<file path="config.mk">
export PLATFORM = sky130hd
export DESIGN_NAME = tls_sni_host_extractor
export DESIGN_NICKNAME = d
export VERILOG_FILES = /design/src/rtl/sni_pkg.sv /design/src/rtl/tls_sni_host_extractor.sv /design/src/rtl/sni_parser.sv /design/src/rtl/sni_queue.sv
export SDC_FILE = /design/constraint.sdc
export NUM_CORES = 1
export LEC_CHECK = 0
export ABC_CLOCK_PERIOD_IN_PS = 19950
export BUFFER_PORTS_ARGS = -buffer_cell sky130_fd_sc_hd__buf_2
export CELL_PAD_IN_SITES_DETAIL_PLACEMENT = 0
export CELL_PAD_IN_SITES_GLOBAL_PLACEMENT = 1
export CORE_MARGIN = 3
export CORE_UTILIZATION = 29
export DETAILED_ROUTE_END_ITERATION = 8
export GPL_ROUTABILITY_DRIVEN = 0
export PLACE_DENSITY = 0.57
export SYNTH_ARGS = -nofsm -noshare
export SYNTH_HDL_FRONTEND = slang
export SYNTH_SLANG_ARGS = --single-unit
</file>
<file path="constraint.sdc">
create_clock -name clk -period 19.95 [get_ports clk]
set_input_delay 3.99 -clock clk [delete_from_list [all_inputs] [get_ports clk]]
set_output_delay 3.99 -clock clk [all_outputs]
set_load 0.005 [all_outputs]
</file>
<file path="src/rtl/sni_pkg.sv">
`timescale 1ns / 1ps
`default_nettype none
package sni_pkg;

    typedef enum logic [4:0] {
        PH_HDR, PH_SKIP_RANDOM, PH_SID_LEN, PH_SKIP_SID, PH_CS_LEN, PH_SKIP_CS,
        PH_COMP_LEN, PH_SKIP_COMP, PH_EXTS_LEN, PH_EXT_TYPE, PH_EXT_LEN_SNI,
        PH_EXT_LEN_OTHER, PH_SKIP_EXT, PH_LIST_LEN, PH_NAME_TYPE, PH_NAME_LEN_HOST,
        PH_NAME_LEN_OTHER, PH_SKIP_NAME, PH_NAME_CHARS, PH_DONE, PH_FAIL
    } phase_t;

    localparam int POS_W = 25;
    localparam logic [POS_W-1:0] POS_MAX = '1;
    localparam logic [7:0] REC_HANDSHAKE = 8'h16;
    localparam logic [7:0] HS_CLIENT_HELLO = 8'h01;
    localparam logic [15:0] EXT_SERVER_NAME = 16'h0000;
    localparam logic [7:0] NAME_HOST = 8'h00;
    localparam int HELLO_FIXED_END = 9 + 2 + 32;
    localparam int QUEUE_DEPTH = 2;
    localparam logic [7:0] MAX_NAME_RESET = 8'd253;

    // Result item handed from the parser to the output queue.
    typedef struct packed {
        logic [6:0] name_char;
        logic       char_valid;
        logic       verdict_done;
        logic       sni_found;
        logic [7:0] name_length;
    } result_t;

endpackage
`default_nettype wire

</file>
<file path="src/rtl/tls_sni_host_extractor.sv">
`timescale 1ns / 1ps
`default_nettype none
// Extracts the first SNI host name from a TLS ClientHello, one payload byte per
// cycle. Each accepted byte is parsed in the same cycle; a character or a verdict
// goes into a two-entry result queue, so bytes keep flowing at one per cycle as
// long as the master side takes results. Each result is registered in the queue.
module tls_sni_host_extractor
    import sni_pkg::*;
#(
    parameter int DEPTH = QUEUE_DEPTH
)
(
    input  wire logic        clk,
    input  wire logic        rst_n,
    input  wire logic        cfg_we,
    input  wire logic [7:0]  cfg_wdata,
    input  wire logic        s_tvalid,
    output logic             s_tready,
    input  wire logic [7:0]  s_tdata,   // data_byte
    input  wire logic        s_tlast,   // last_byte
    output logic             m_tvalid,
    input  wire logic        m_tready,
    output logic [15:0]      m_tdata,   // name_char[6:0], sni_found[7], name_length[15:8]
    output logic             m_tlast,   // verdict_done
    output logic             m_tuser    // char_valid
);

    logic [7:0] max_reg;
    result_t    res, q;
    logic       res_valid, q_ok;

    // Configuration register.
    always_ff @(posedge clk or negedge rst_n)
    begin
        if (!rst_n)
        begin
            max_reg <= MAX_NAME_RESET;
        end
        else if (cfg_we)
        begin
            max_reg <= cfg_wdata;
        end
    end

    // Accept only when the result queue has room, whether or not the byte makes a result.
    assign s_tready = q_ok;

    sni_parser u_parser (
        .clk, .rst_n, .step(s_tvalid && s_tready), .data_byte(s_tdata),
        .last_byte(s_tlast), .max_name_chars(max_reg), .res, .res_valid
    );

    sni_queue #(.DEPTH(DEPTH)) u_queue (
        .clk, .rst_n, .wr_en(s_tvalid && s_tready && res_valid), .wr_data(res),
        .wr_ok(q_ok), .rd_valid(m_tvalid), .rd_en(m_tready), .rd_data(q)
    );

    assign m_tdata = {q.name_length, q.sni_found, q.name_char};
    assign m_tlast = q.verdict_done;
    assign m_tuser = q.char_valid;

endmodule
`default_nettype wire

</file>
<file path="src/rtl/sni_parser.sv">
`timescale 1ns / 1ps
`default_nettype none
module sni_parser
    import sni_pkg::*;
(
    input  wire logic       clk,
    input  wire logic       rst_n,
    input  wire logic       step,
    input  wire logic [7:0] data_byte,
    input  wire logic       last_byte,
    input  wire logic [7:0] max_name_chars,
    output result_t         res,
    output logic            res_valid
);

    phase_t            phase_reg, phase_next;
    logic [POS_W-1:0]  pos_reg, pos_next;
    logic [23:0]       acc_reg, acc_next;
    logic [1:0]        left_reg, left_next;
    logic [POS_W-1:0]  hs_end_reg, hs_end_next;
    logic [POS_W-1:0]  exts_end_reg, exts_end_next;
    logic [POS_W-1:0]  ext_end_reg, ext_end_next;
    logic [POS_W-1:0]  list_end_reg, list_end_next;
    logic [23:0]       skip_reg, skip_next;
    logic [15:0]       name_rem_reg, name_rem_next;
    logic [7:0]        count_reg, count_next;
    logic              complete_reg, complete_next;
    logic              failed_reg, failed_next;

    logic [POS_W+1:0] nx;
    logic [15:0]      acc2;
    logic             got2;
    logic [23:0]      acc3;
    logic [23:0]      skip_dec;
    logic             is_host;
    logic [7:0]       lower;
    logic             emit;
    logic             found;

    // Map a skip phase to the phase after it.
    function automatic phase_t after_skip(input phase_t ph);
        case (ph)
            PH_SKIP_RANDOM: after_skip = PH_SID_LEN;
            PH_SKIP_SID:    after_skip = PH_CS_LEN;
            PH_SKIP_CS:     after_skip = PH_COMP_LEN;
            PH_SKIP_COMP:   after_skip = PH_EXTS_LEN;
            PH_SKIP_EXT:    after_skip = PH_EXT_TYPE;
            default:        after_skip = PH_NAME_TYPE;
        endcase
    endfunction

    // End-of-region check for entering a phase whose first byte is at nx.
    function automatic logic enter_fails(input phase_t ph, input logic [POS_W+1:0] n,
                                         input logic [POS_W-1:0] xe,
                                         input logic [POS_W-1:0] le);
        enter_fails = ((ph == PH_EXT_TYPE) && (n + 27'd4 > {2'b0, xe})) ||
                      ((ph == PH_NAME_TYPE) && (n + 27'd3 > {2'b0, le}));
    endfunction

    // Clocked state.
    always_ff @(posedge clk or negedge rst_n)
    begin
        if (!rst_n)
        begin
            phase_reg    <= PH_HDR;
            pos_reg      <= '0;
            acc_reg      <= '0;
            left_reg     <= '0;
            hs_end_reg   <= '0;
            exts_end_reg <= '0;
            ext_end_reg  <= '0;
            list_end_reg <= '0;
            skip_reg     <= '0;
            name_rem_reg <= '0;
            count_reg    <= '0;
            complete_reg <= 1'b0;
            failed_reg   <= 1'b0;
        end
        else if (step)
        begin
            phase_reg    <= phase_next;
            pos_reg      <= pos_next;
            acc_reg      <= acc_next;
            left_reg     <= left_next;
            hs_end_reg   <= hs_end_next;
            exts_end_reg <= exts_end_next;
            ext_end_reg  <= ext_end_next;
            list_end_reg <= list_end_next;
            skip_reg     <= skip_next;
            name_rem_reg <= name_rem_next;
            count_reg    <= count_next;
            complete_reg <= complete_next;
            failed_reg   <= failed_next;
        end
    end

    // Per-byte parse step.
    always_comb
    begin
        phase_next    = phase_reg;
        pos_next      = (pos_reg != POS_MAX) ? pos_reg + 1'b1 : pos_reg;
        acc_next      = acc_reg;
        left_next     = left_reg;
        hs_end_next   = hs_end_reg;
        exts_end_next = exts_end_reg;
        ext_end_next  = ext_end_reg;
        list_end_next = list_end_reg;
        skip_next     = skip_reg;
        name_rem_next = name_rem_reg;
        count_next    = count_reg;
        complete_next = complete_reg;
        failed_next   = failed_reg;
        emit          = 1'b0;
        lower         = data_byte;

        nx   = {2'b0, pos_reg} + 27'd1;
        acc2 = {acc_reg[7:0], data_byte};
        got2 = (left_reg <= 2'd1);
        acc3 = {acc_reg[15:0], data_byte};
        skip_dec = (skip_reg != '0) ? skip_reg - 1'b1 : skip_reg;
        is_host = (data_byte >= 8'h61 && data_byte <= 8'h7a) ||
                  (data_byte >= 8'h41 && data_byte <= 8'h5a) ||
                  (data_byte >= 8'h30 && data_byte <= 8'h39) ||
                  data_byte == 8'h2d || data_byte == 8'h2e || data_byte == 8'h5f;
        if (data_byte >= 8'h41 && data_byte <= 8'h5a)
        begin
            lower = data_byte + 8'd32;
        end

        case (phase_reg)
            PH_HDR:
            begin
                if (pos_reg == 25'd0 && data_byte != REC_HANDSHAKE)
                begin
                    failed_next = 1'b1; phase_next = PH_FAIL;
                end
                else if (pos_reg == 25'd5 && data_byte != HS_CLIENT_HELLO)
                begin
                    failed_next = 1'b1; phase_next = PH_FAIL;
                end
                else if (pos_reg >= 25'd6)
                begin
                    acc_next = acc3;
                    if (pos_reg == 25'd8)
                    begin
                        hs_end_next = 25'd9 + {1'b0, acc3};
                        if (25'(HELLO_FIXED_END + 1) > 25'd9 + {1'b0, acc3})
                        begin
                            failed_next = 1'b1; phase_next = PH_FAIL;
                        end
                        else
                        begin
                            skip_next  = 24'd34;
                            phase_next = PH_SKIP_RANDOM;
                        end
                    end
                end
            end
            PH_SKIP_RANDOM, PH_SKIP_SID, PH_SKIP_CS, PH_SKIP_COMP, PH_SKIP_EXT,
            PH_SKIP_NAME:
            begin
                skip_next = skip_dec;
                if (skip_dec == '0)
                begin
                    if (enter_fails(after_skip(phase_reg), nx, exts_end_reg, list_end_reg))
                    begin
                        failed_next = 1'b1; phase_next = PH_FAIL;
                    end
                    else
                    begin
                        phase_next = after_skip(phase_reg);
                        left_next = 2'd2; acc_next = '0;
                    end
                end
            end
            PH_SID_LEN, PH_COMP_LEN:
            begin
                if (nx + {19'b0, data_byte} + 27'd2 > {2'b0, hs_end_reg})
                begin
                    failed_next = 1'b1; phase_next = PH_FAIL;
                end
                else if (data_byte == 8'd0)
                begin
                    phase_next = (phase_reg == PH_SID_LEN) ? PH_CS_LEN : PH_EXTS_LEN;
                    left_next = 2'd2; acc_next = '0;
                end
                else
                begin
                    skip_next  = {16'b0, data_byte};
                    phase_next = (phase_reg == PH_SID_LEN) ? PH_SKIP_SID : PH_SKIP_COMP;
                end
            end
            PH_CS_LEN:
            begin
                acc_next = {8'b0, acc2};
                left_next = (left_reg != '0) ? left_reg - 1'b1 : left_reg;
                if (got2)
                begin
                    if (nx + {11'b0, acc2} + 27'd1 > {2'b0, hs_end_reg})
                    begin
                        failed_next = 1'b1; phase_next = PH_FAIL;
                    end
                    else if (acc2 == 16'd0)
                    begin
                        phase_next = PH_COMP_LEN; left_next = 2'd2; acc_next = '0;
                    end
                    else
                    begin
                        skip_next = {8'b0, acc2}; phase_next = PH_SKIP_CS;
                    end
                end
            end
            PH_EXTS_LEN:
            begin
                acc_next = {8'b0, acc2};
                left_next = (left_reg != '0) ? left_reg - 1'b1 : left_reg;
                if (got2)
                begin
                    if (nx + {11'b0, acc2} > {2'b0, hs_end_reg})
                    begin
                        failed_next = 1'b1; phase_next = PH_FAIL;
                    end
                    else
                    begin
                        exts_end_next = 25'(nx + {11'b0, acc2});
                        if (27'd4 > {11'b0, acc2})
                        begin
                            failed_next = 1'b1; phase_next = PH_FAIL;
                        end
                        else
                        begin
                            phase_next = PH_EXT_TYPE; left_next = 2'd2; acc_next = '0;
                        end
                    end
                end
            end
            PH_EXT_TYPE:
            begin
                acc_next = {8'b0, acc2};
                left_next = (left_reg != '0) ? left_reg - 1'b1 : left_reg;
                if (got2)
                begin
                    phase_next = (acc2 == EXT_SERVER_NAME) ? PH_EXT_LEN_SNI : PH_EXT_LEN_OTHER;
                    left_next = 2'd2; acc_next = '0;
                end
            end
            PH_EXT_LEN_SNI, PH_EXT_LEN_OTHER:
            begin
                acc_next = {8'b0, acc2};
                left_next = (left_reg != '0) ? left_reg - 1'b1 : left_reg;
                if (got2)
                begin
                    if (nx + {11'b0, acc2} > {2'b0, exts_end_reg})
                    begin
                        failed_next = 1'b1; phase_next = PH_FAIL;
                    end
                    else if (phase_reg == PH_EXT_LEN_OTHER)
                    begin
                        if (acc2 != 16'd0)
                        begin
                            skip_next = {8'b0, acc2}; phase_next = PH_SKIP_EXT;
                        end
                        else if (nx + 27'd4 > {2'b0, exts_end_reg})
                        begin
                            failed_next = 1'b1; phase_next = PH_FAIL;
                        end
                        else
                        begin
                            phase_next = PH_EXT_TYPE; left_next = 2'd2; acc_next = '0;
                        end
                    end
                    else if (acc2 < 16'd2)
                    begin
                        failed_next = 1'b1; phase_next = PH_FAIL;
                    end
                    else
                    begin
                        ext_end_next = 25'(nx + {11'b0, acc2});
                        phase_next = PH_LIST_LEN; left_next = 2'd2; acc_next = '0;
                    end
                end
            end
            PH_LIST_LEN:
            begin
                acc_next = {8'b0, acc2};
                left_next = (left_reg != '0) ? left_reg - 1'b1 : left_reg;
                if (got2)
                begin
                    if (nx + {11'b0, acc2} > {2'b0, ext_end_reg})
                    begin
                        failed_next = 1'b1; phase_next = PH_FAIL;
                    end
                    else
                    begin
                        list_end_next = 25'(nx + {11'b0, acc2});
                        if (27'd3 > {11'b0, acc2})
                        begin
                            failed_next = 1'b1; phase_next = PH_FAIL;
                        end
                        else
                        begin
                            phase_next = PH_NAME_TYPE; left_next = 2'd2; acc_next = '0;
                        end
                    end
                end
            end
            PH_NAME_TYPE:
            begin
                phase_next = (data_byte == NAME_HOST) ? PH_NAME_LEN_HOST : PH_NAME_LEN_OTHER;
                left_next = 2'd2; acc_next = '0;
            end
            PH_NAME_LEN_HOST, PH_NAME_LEN_OTHER:
            begin
                acc_next = {8'b0, acc2};
                left_next = (left_reg != '0) ? left_reg - 1'b1 : left_reg;
                if (got2)
                begin
                    if (nx + {11'b0, acc2} > {2'b0, list_end_reg})
                    begin
                        failed_next = 1'b1; phase_next = PH_FAIL;
                    end
                    else if (phase_reg == PH_NAME_LEN_OTHER)
                    begin
                        if (acc2 != 16'd0)
                        begin
                            skip_next = {8'b0, acc2}; phase_next = PH_SKIP_NAME;
                        end
                        else if (nx + 27'd3 > {2'b0, list_end_reg})
                        begin
                            failed_next = 1'b1; phase_next = PH_FAIL;
                        end
                        else
                        begin
                            phase_next = PH_NAME_TYPE; left_next = 2'd2; acc_next = '0;
                        end
                    end
                    else if (acc2 == 16'd0 || acc2 > {8'b0, max_name_chars})
                    begin
                        failed_next = 1'b1; phase_next = PH_FAIL;
                    end
                    else
                    begin
                        name_rem_next = acc2; phase_next = PH_NAME_CHARS;
                    end
                end
            end
            PH_NAME_CHARS:
            begin
                if (!is_host)
                begin
                    failed_next = 1'b1; phase_next = PH_FAIL;
                end
                else
                begin
                    emit = 1'b1;
                    count_next = count_reg + 1'b1;
                    name_rem_next = (name_rem_reg != '0) ? name_rem_reg - 1'b1 : name_rem_reg;
                    if (name_rem_next == '0)
                    begin
                        complete_next = 1'b1; phase_next = PH_DONE;
                    end
                end
            end
            default:
            begin
            end
        endcase

        found = complete_next && !failed_next &&
                ({1'b0, pos_reg} + 26'd1 >= {1'b0, hs_end_next});

        res.name_char    = emit ? lower[6:0] : 7'd0;
        res.char_valid   = emit;
        res.verdict_done = last_byte;
        res.sni_found    = last_byte && found;
        res.name_length  = last_byte ? count_next : 8'd0;
        res_valid        = emit || last_byte;

        // A verdict ends the payload; start the next one from reset.
        if (last_byte)
        begin
            phase_next = PH_HDR; pos_next = '0; acc_next = '0; left_next = '0;
            hs_end_next = '0; exts_end_next = '0; ext_end_next = '0;
            list_end_next = '0; skip_next = '0; name_rem_next = '0;
            count_next = '0; complete_next = 1'b0; failed_next = 1'b0;
        end
    end

endmodule
`default_nettype wire

</file>
<file path="src/rtl/sni_queue.sv">
`timescale 1ns / 1ps
`default_nettype none
module sni_queue
    import sni_pkg::*;
#(
    parameter int DEPTH = QUEUE_DEPTH
)
(
    input  wire logic    clk,
    input  wire logic    rst_n,
    input  wire logic    wr_en,
    input  wire result_t wr_data,
    output logic         wr_ok,
    output logic         rd_valid,
    input  wire logic    rd_en,
    output result_t      rd_data
);

    localparam int AW = (DEPTH > 1) ? $clog2(DEPTH) : 1;

    result_t        mem_reg [DEPTH];
    logic [AW-1:0]  wp_reg, rp_reg;
    logic [AW:0]    cnt_reg;
    logic           do_wr, do_rd;

    assign wr_ok    = (cnt_reg != (AW+1)'(DEPTH));
    assign rd_valid = (cnt_reg != '0);
    assign rd_data  = mem_reg[rp_reg];
    assign do_wr    = wr_en && wr_ok;
    assign do_rd    = rd_en && rd_valid;

    // Result storage.
    always_ff @(posedge clk)
    begin
        if (do_wr)
        begin
            mem_reg[wp_reg] <= wr_data;
        end
    end

    // Pointers and fill count.
    always_ff @(posedge clk or negedge rst_n)
    begin
        if (!rst_n)
        begin
            wp_reg <= '0; rp_reg <= '0; cnt_reg <= '0;
        end
        else
        begin
            if (do_wr)
            begin
                wp_reg <= (wp_reg == AW'(DEPTH - 1)) ? '0 : wp_reg + 1'b1;
            end
            if (do_rd)
            begin
                rp_reg <= (rp_reg == AW'(DEPTH - 1)) ? '0 : rp_reg + 1'b1;
            end
            cnt_reg <= cnt_reg + (AW+1)'(do_wr) - (AW+1)'(do_rd);
        end
    end

endmodule
`default_nettype wire

</file>
After elaboration in Yosys (flattened, before gate mapping)

Memories as Yosys holds them, arrays and structs flattened.
Cells that the tools add are included.

Add/subtract/negate cells: 19
Order comparisons: 22
Equality and inequality tests: 62
Muxes and demuxes: 197
Reduce and logical (&&, ||, !) cells: 57

Operators with widths:

| cell                    | count |
|---|---|
| $mux W16                | 36 |
| $mux W25                | 22 |
| $mux W24                | 19 |
| $gt A27 B25 Y1          | 8 |
| $mux W5                 | 35 |
| $pmux W16 S10           | 1 |
| $pmux W24 S6            | 1 |
| $mux W2                 | 28 |
| $pmux W5 S11            | 1 |
| $add A27 B2 Y27 const B | 2 |
| $add A25 B1 Y26 const B | 2 |
| $eq A5 B4 Y1 const B    | 10 |
| $mux W1                 | 41 |
| $ne A3 B2 Y1 const B    | 13 |
| $ne A3 B3 Y1 const B    | 12 |
| $logic_not A16 Y1       | 2 |
| $mux W8                 | 4 |
| $pmux W16 S2            | 1 |
| $reduce_bool A16 Y1     | 2 |
| $add A26 B16 Y27        | 1 |
| $add A26 B8 Y27         | 1 |
| $add A27 B1 Y27 const B | 1 |
| $add A27 B3 Y27 const B | 1 |
| $ge A26 B25 Y1          | 1 |
| other kinds (64)        | 112 |

Flip-flop bits (word level): 210
Memory bits (writable): 36
Input bits: 22
Output and inout bits: 20
Word-level logic and storage cells: 375
Memories kept: 1

Memories:

| name            | words | bits a word | read ports | clocked after memory_dff | write ports | RTL line        | source |
|---|---|---|---|---|---|---|---|
| u_queue.mem_reg | 2     | 18          | 1          | 0                        | 1           | sni_queue.sv:21 | `result_t mem_reg [DEPTH];` |

Depth between registers and ports, before layout

Depth in word-level cells: 15
Mapped depth: 32
Mapped depth without buffers: 30

Hierarchy

Synthesis repeated with hierarchy kept, for this count alone.

Cell total of the unflattened synthesis: 2,729
Area, all modules: 23,204.8 um^2

By module, submodules not included:

| module                 | times used | cells each | area each (um^2) | seq. area each (um^2) |
|---|---|---|---|---|
| sni_parser             | 1          | 2,632      | 21,333.0         | 4,954.8 |
| sni_queue              | 1          | 78         | 1,519.0          | 1,181.1 |
| tls_sni_host_extractor | 1          | 19         | 352.8            | 209.0 |

Worst setup path after synthesis

No wires, ideal clock.

Kind: input to register
From: input s_tdata[0]
To: register u_parser.skip_reg[11]
Setup time: 0.078 ns
Data arrival time: 9.276 ns
Data required time: 19.872 ns
Slack: 10.597 ns
Stages: 25
Path buffers: 1
Cell sequence: ha_1 -> inv_1 -> fa_1 -> nand3b_1 -> a211o_1 -> nor4b_1 -> nor2b_1 -> nand3_1 -> nor3_1 -> nand3_1 -> nor2_1 -> nand4_1 -> nor3_1 -> and2_1 -> xor2_1 -> ha_1 -> a211oi_1 -> o211ai_1 -> a41o_1 -> a21oi_1 -> a21oi_2 -> or3_1 -> buf_6 -> or2b_4 -> o21ai_1

Longest elaborated chain between the ends: 7
Elaborated cells between the ends (all ways): 36
Classes of those cells: add/sub: 5; order compare: 5; eq/ne: 11; mux: 9; reduce/logical: 6

Ends and longest elaborated chain:

| what                                                                     | RTL line                     | source |
|---|---|---|
| from (decl)                                                              | tls_sni_host_extractor.sv:19 | `input wire logic [7:0] s_tdata,` |
| parallel branches: the longest is 7 deep, another holds $add A26 B16 Y27 | n/a                          |  |
| to (signal assigned)                                                     | sni_parser.sv:89             | `skip_reg <= skip_next;` |
| to (decl)                                                                | sni_parser.sv:24             | `logic [23:0] skip_reg, skip_next;` |

Several ways; the timed one is not identified. The select of a mux whose other input is x is not followed.
A chain may end at the register's enable or synchronous reset.

Worst setup path in the final report

From: input s_tdata[1]
To: register u_parser.list_end_reg[11]

Longest elaborated chain between the ends: 5
Elaborated cells between the ends (all ways): 8
Classes of those cells: add/sub: 1; order compare: 1; eq/ne: 1; mux: 4; reduce/logical: 1

Ends and longest elaborated chain:

| what                                                                   | RTL line          | source |
|---|---|---|
| $add A26 B16 Y27 (*)                                                   | sni_parser.sv:289 | `if (nx + {11'b0, acc2} > {2'b0, ext_end_reg})` |
| parallel branches: the longest is 4 deep, another holds $gt A27 B25 Y1 | n/a               |  |
| to (signal assigned)                                                   | sni_parser.sv:88  | `list_end_reg <= list_end_next;` |
| to (decl)                                                              | sni_parser.sv:23  | `logic [POS_W-1:0] list_end_reg, list_end_next;` |

Every way passes the cells marked *. The select of a mux whose other input is x is not followed.

==> results by group <==
Clocking
  – Setup Fix Bufs, Post-CTS: 0
  – Worst-Skew Late Latency: 0.58 ns
  – CTS root buffer: clkbuf_16
  – Post_cts resized: 0
  – CTS HTree Levels: 2
  – # hold bufs at CTS: 0
  – Reg clk slew, reported paths: 0.06 ns
  – CTS tree: yes
  – Num Clock Sinks: 246
  – CTS max path bufs: 3
  – Cts bufs inserted: 36

Placement
  – Worst slack, placed: 8.416 ns
  – # port buffers: 41
  – Dpl hpwl: 71,580 um
  – Cell Area, Placed: 24,570 um^2

Synth
  – Leading post-synthesis cells by cell area: dfrtp_1, ha_1, edfxtp_1
  – Flops & latches, synth: 246
  – Yosys top cell area share: 21.83%
  – Asr flop ratio synth: 85.37%
  – YS warnings: 0
  – Post-synthesis cell area: 23,270 um^2
  – Number of synthesized flops with an enable pin: 36
  – Syn Nets: 3,123
  – Synthesized area per cell: 8.283 um^2
  – Register area share after synthesis: 27.27%
  – Syn Inst Count: 2,809
  – Cell taking the most area after synthesis: dfrtp_1
  – Ys flop type: dfrtp_1
  – Synth cell types: 106

Finish
  – Largest register FFs: 36
  – Fillers: 8,403
  – FF/Latch Area: 6345 um^2
  – Final instance area: 25,750 um^2
  – Nets: 3,113
  – Share of layout cells above drive strength 1: 8.808%
  – Syn-to-layout area delta: 10.69%
  – Multi-input gate area: 15,660 um^2

Timing
  – Fmax achieved: 89.13 MHz
  – Unrepaired setup endpoints after global routing: no
  – Slew @ Worst Pin: 1.260 ns
  – Final worst path period share: 56.24%
  – Endpoints failing setup: 0
  – Max_slew headroom: 15.83%
  – Worst Skew: 0.04084 ns
  – Post-layout min period: 11.22 ns
  – Final Max Tran Viols: 0
  – Final hold viol count: 0
  – Sum Neg Setup Slack: 0 ns
  – Setup ws final: 8.730 ns

Power
  – Leak pwr: 0.01084 uW
  – Switching Share: 49.75%
  – Clock share of power: 19.2%
  – Total power: 3340 uW
  – Cell area power density: 129.7 nW/um^2
  – Internal: 1678 uW
  – Seq pwr share: 22.5%
  – Switching power: 1662 uW
  – VDD IR max: 0.00009109 V
  – Gate power share: 58.3%

Setup path
  – Crit end category: flop
  – Critical Path, Cell by Cell: buf_2 > inv_1 > ha_1 > a211oi_1 > o21ba_2 > o211ai_1 > a31oi_1 > nor3_1 > xnor2_1 > inv_1 > ha_1 > a2111oi_0 > o21ai_0 > a22oi_1 > and2_1 > a21oi_1 > nor3_1 > nor3_1 > nor4_2 > nand2_1 > o21ai_0
  – Setup crit start kind: input pin
  – Worst r2r src: u_parser.pos_reg[0]
  – CP bufs+invs: 3
  – Slowest cell on crit path: a211oi_1
  – R2R setup slack: 9.89 ns
  – Worst Path Required: 20.40 ns
  – Crit path launch: s_tdata[1]
  – CP arrival: 11.67 ns
  – Crit path max fanout: 18
  – Crit path top cell by count: nor3_1
  – Delay-heaviest family, CP: compound AO/OA/AOI/OAI gates
  – Max stage delay on crit path: 0.66 ns
  – Crit Path Class: in -> reg

Route
  – Total routed wirelength: 92,540 um
  – Routed Antenna Nets: 0
  – Via density: 5.667
  – Initial DRC Count: 2,011
  – # DRC: 0
  – Via count: 21,990
  – DRT Pass-1 Iters: 5
  – Routed wire per std cell: 23.85 um

GRT
  – First-pass GRT wire length: 138,300 um
  – Pin count of the biggest net entering global routing: 89
  – Vias in the first global route: 21,330
  – GRT overflow: 0
  – Initial antenna violation count: 1
  – Total GRT Usage: 21.71%

Floorplan
  – Die Y: 289.3 um
  – Chip width: 289.3 um
  – Initial core utilization: 29.36%
  – CORE AREA: 79,260 um^2
  – # IOs: 42
  – Row count: 103
  – Die area: 83,670 um^2

Run status
  – Outcome: completed

Min path
  – Hold path start: u_parser.list_end_reg[17]
  – Hold Path Class: reg -> reg

Run
  – Max_cap viols: 0
## cells by family (layout without fill, tap and decap cells)
group	Yosys count	count (layout)	share of synthesized area (%)
simple gates	983	983	21.56
compound gates	744	744	20.74
fa+ha+maj	292	292	15.93
xor+xnor	166	166	6.362
mux	56	56	2.635
other cells	0	3	0
flops	246	246	27.27
buf+inv	322	340	5.507
## cell usage after synthesis, types with 25 or more instances
cell type  instances
nand3_1           73
nor2b_1           34
a22o_1            31
clkbuf_1         104
nor3_1            88
o31ai_1           25
nand2_1          235
mux2_2            41
o22ai_1           32
xor2_1            42
a211oi_1          29
xnor2_1          122
nor2_1           231
o211ai_1          29
o21a_1            26
dfrtp_1          203
inv_1            184
nand4_1           75
edfxtp_1          36
nor4_1            50
a21o_1            44
ha_1             285
and2_1            36
o21ai_0          204
a21oi_1          152
## cell usage in the layout, fill, tap and decap left out, types with 73 or more instances in the layout
cell | netlist | final
a21oi_1 | 152 | 152
dfrtp_1 | 203 | 203
ha_1 | 285 | 285
inv_1 | 184 | 184
nand2_1 | 235 | 235
nand3_1 | 73 | 73
nand4_1 | 75 | 75
nor2_1 | 231 | 230
nor3_1 | 88 | 88
o21ai_0 | 204 | 204
xnor2_1 | 122 | 122
## through the flow
| stage | instances | util [%] | hold slack (ns) |
|---|---|---|---|
| finish | 3880 | 32.50 | 0.4844 |
| global route | 3878 | 32.49 | 0.5135 |
| detailed placement | 3811 | 31.00 | 0.4714 |
| global placement | 3811 | 31.00 | 0.4634 |
| floorplan | 2809 | - | 0.4498 |
| CTS | 3877 | 32.49 | 0.4845 |
## power by group through the flow
stage               combinational [uW]  clock, uW  sequential [uW]
global placement                  1900          0              755
detailed placement                1910          0              756
CTS                               1930        661              748
finish                            1950        643              750
floorplan                         1350          0              662
global route                      2150        679              765
## worst paths after layout
check,to,cells past startpoint
setup / recovery,u_parser.list_end_reg[11],21
hold / removal,u_parser.list_end_reg[17],2
setup reg to reg,u_parser.list_end_reg[11],26
hold reg to reg,u_parser.list_end_reg[17],2
max in group asynchronous,u_parser.hs_end_reg[5],3
min in group asynchronous,u_queue.rp_reg,1
## routing by layer
metal	global-route usage, %	vias up	wire (um)
met5	0	-	0
met4	5.746	0	2381
met3	3.918	108	6262
met2	33.51	715	40560
met1	31.03	10920	43330
li1	-	10240	-
## worst min-delay path, delay by kind of cell, from the launching register on
| kind | cells | cell delay [ns] |
|---|---|---|
| AO/OA/AOI/OAI | 1 | 0.06 |
| flip-flops | 1 | 0.34 |
| AND/OR/NAND/NOR | 1 | 0.05 |
## area by class of cell
type	count	share of cell area (%)
Multi-Input combinational cell	2241	60.79
Sequential cell	246	24.64
Tap cell	1050	5.101
Clock buffer	46	3.955
Inverter	189	2.764
Timing Repair Buffer	85	2.118
Clock inverter	20	0.6121
Antenna cell	3	0.02915
No activity file was read; power rests on OpenSTA's default activity.
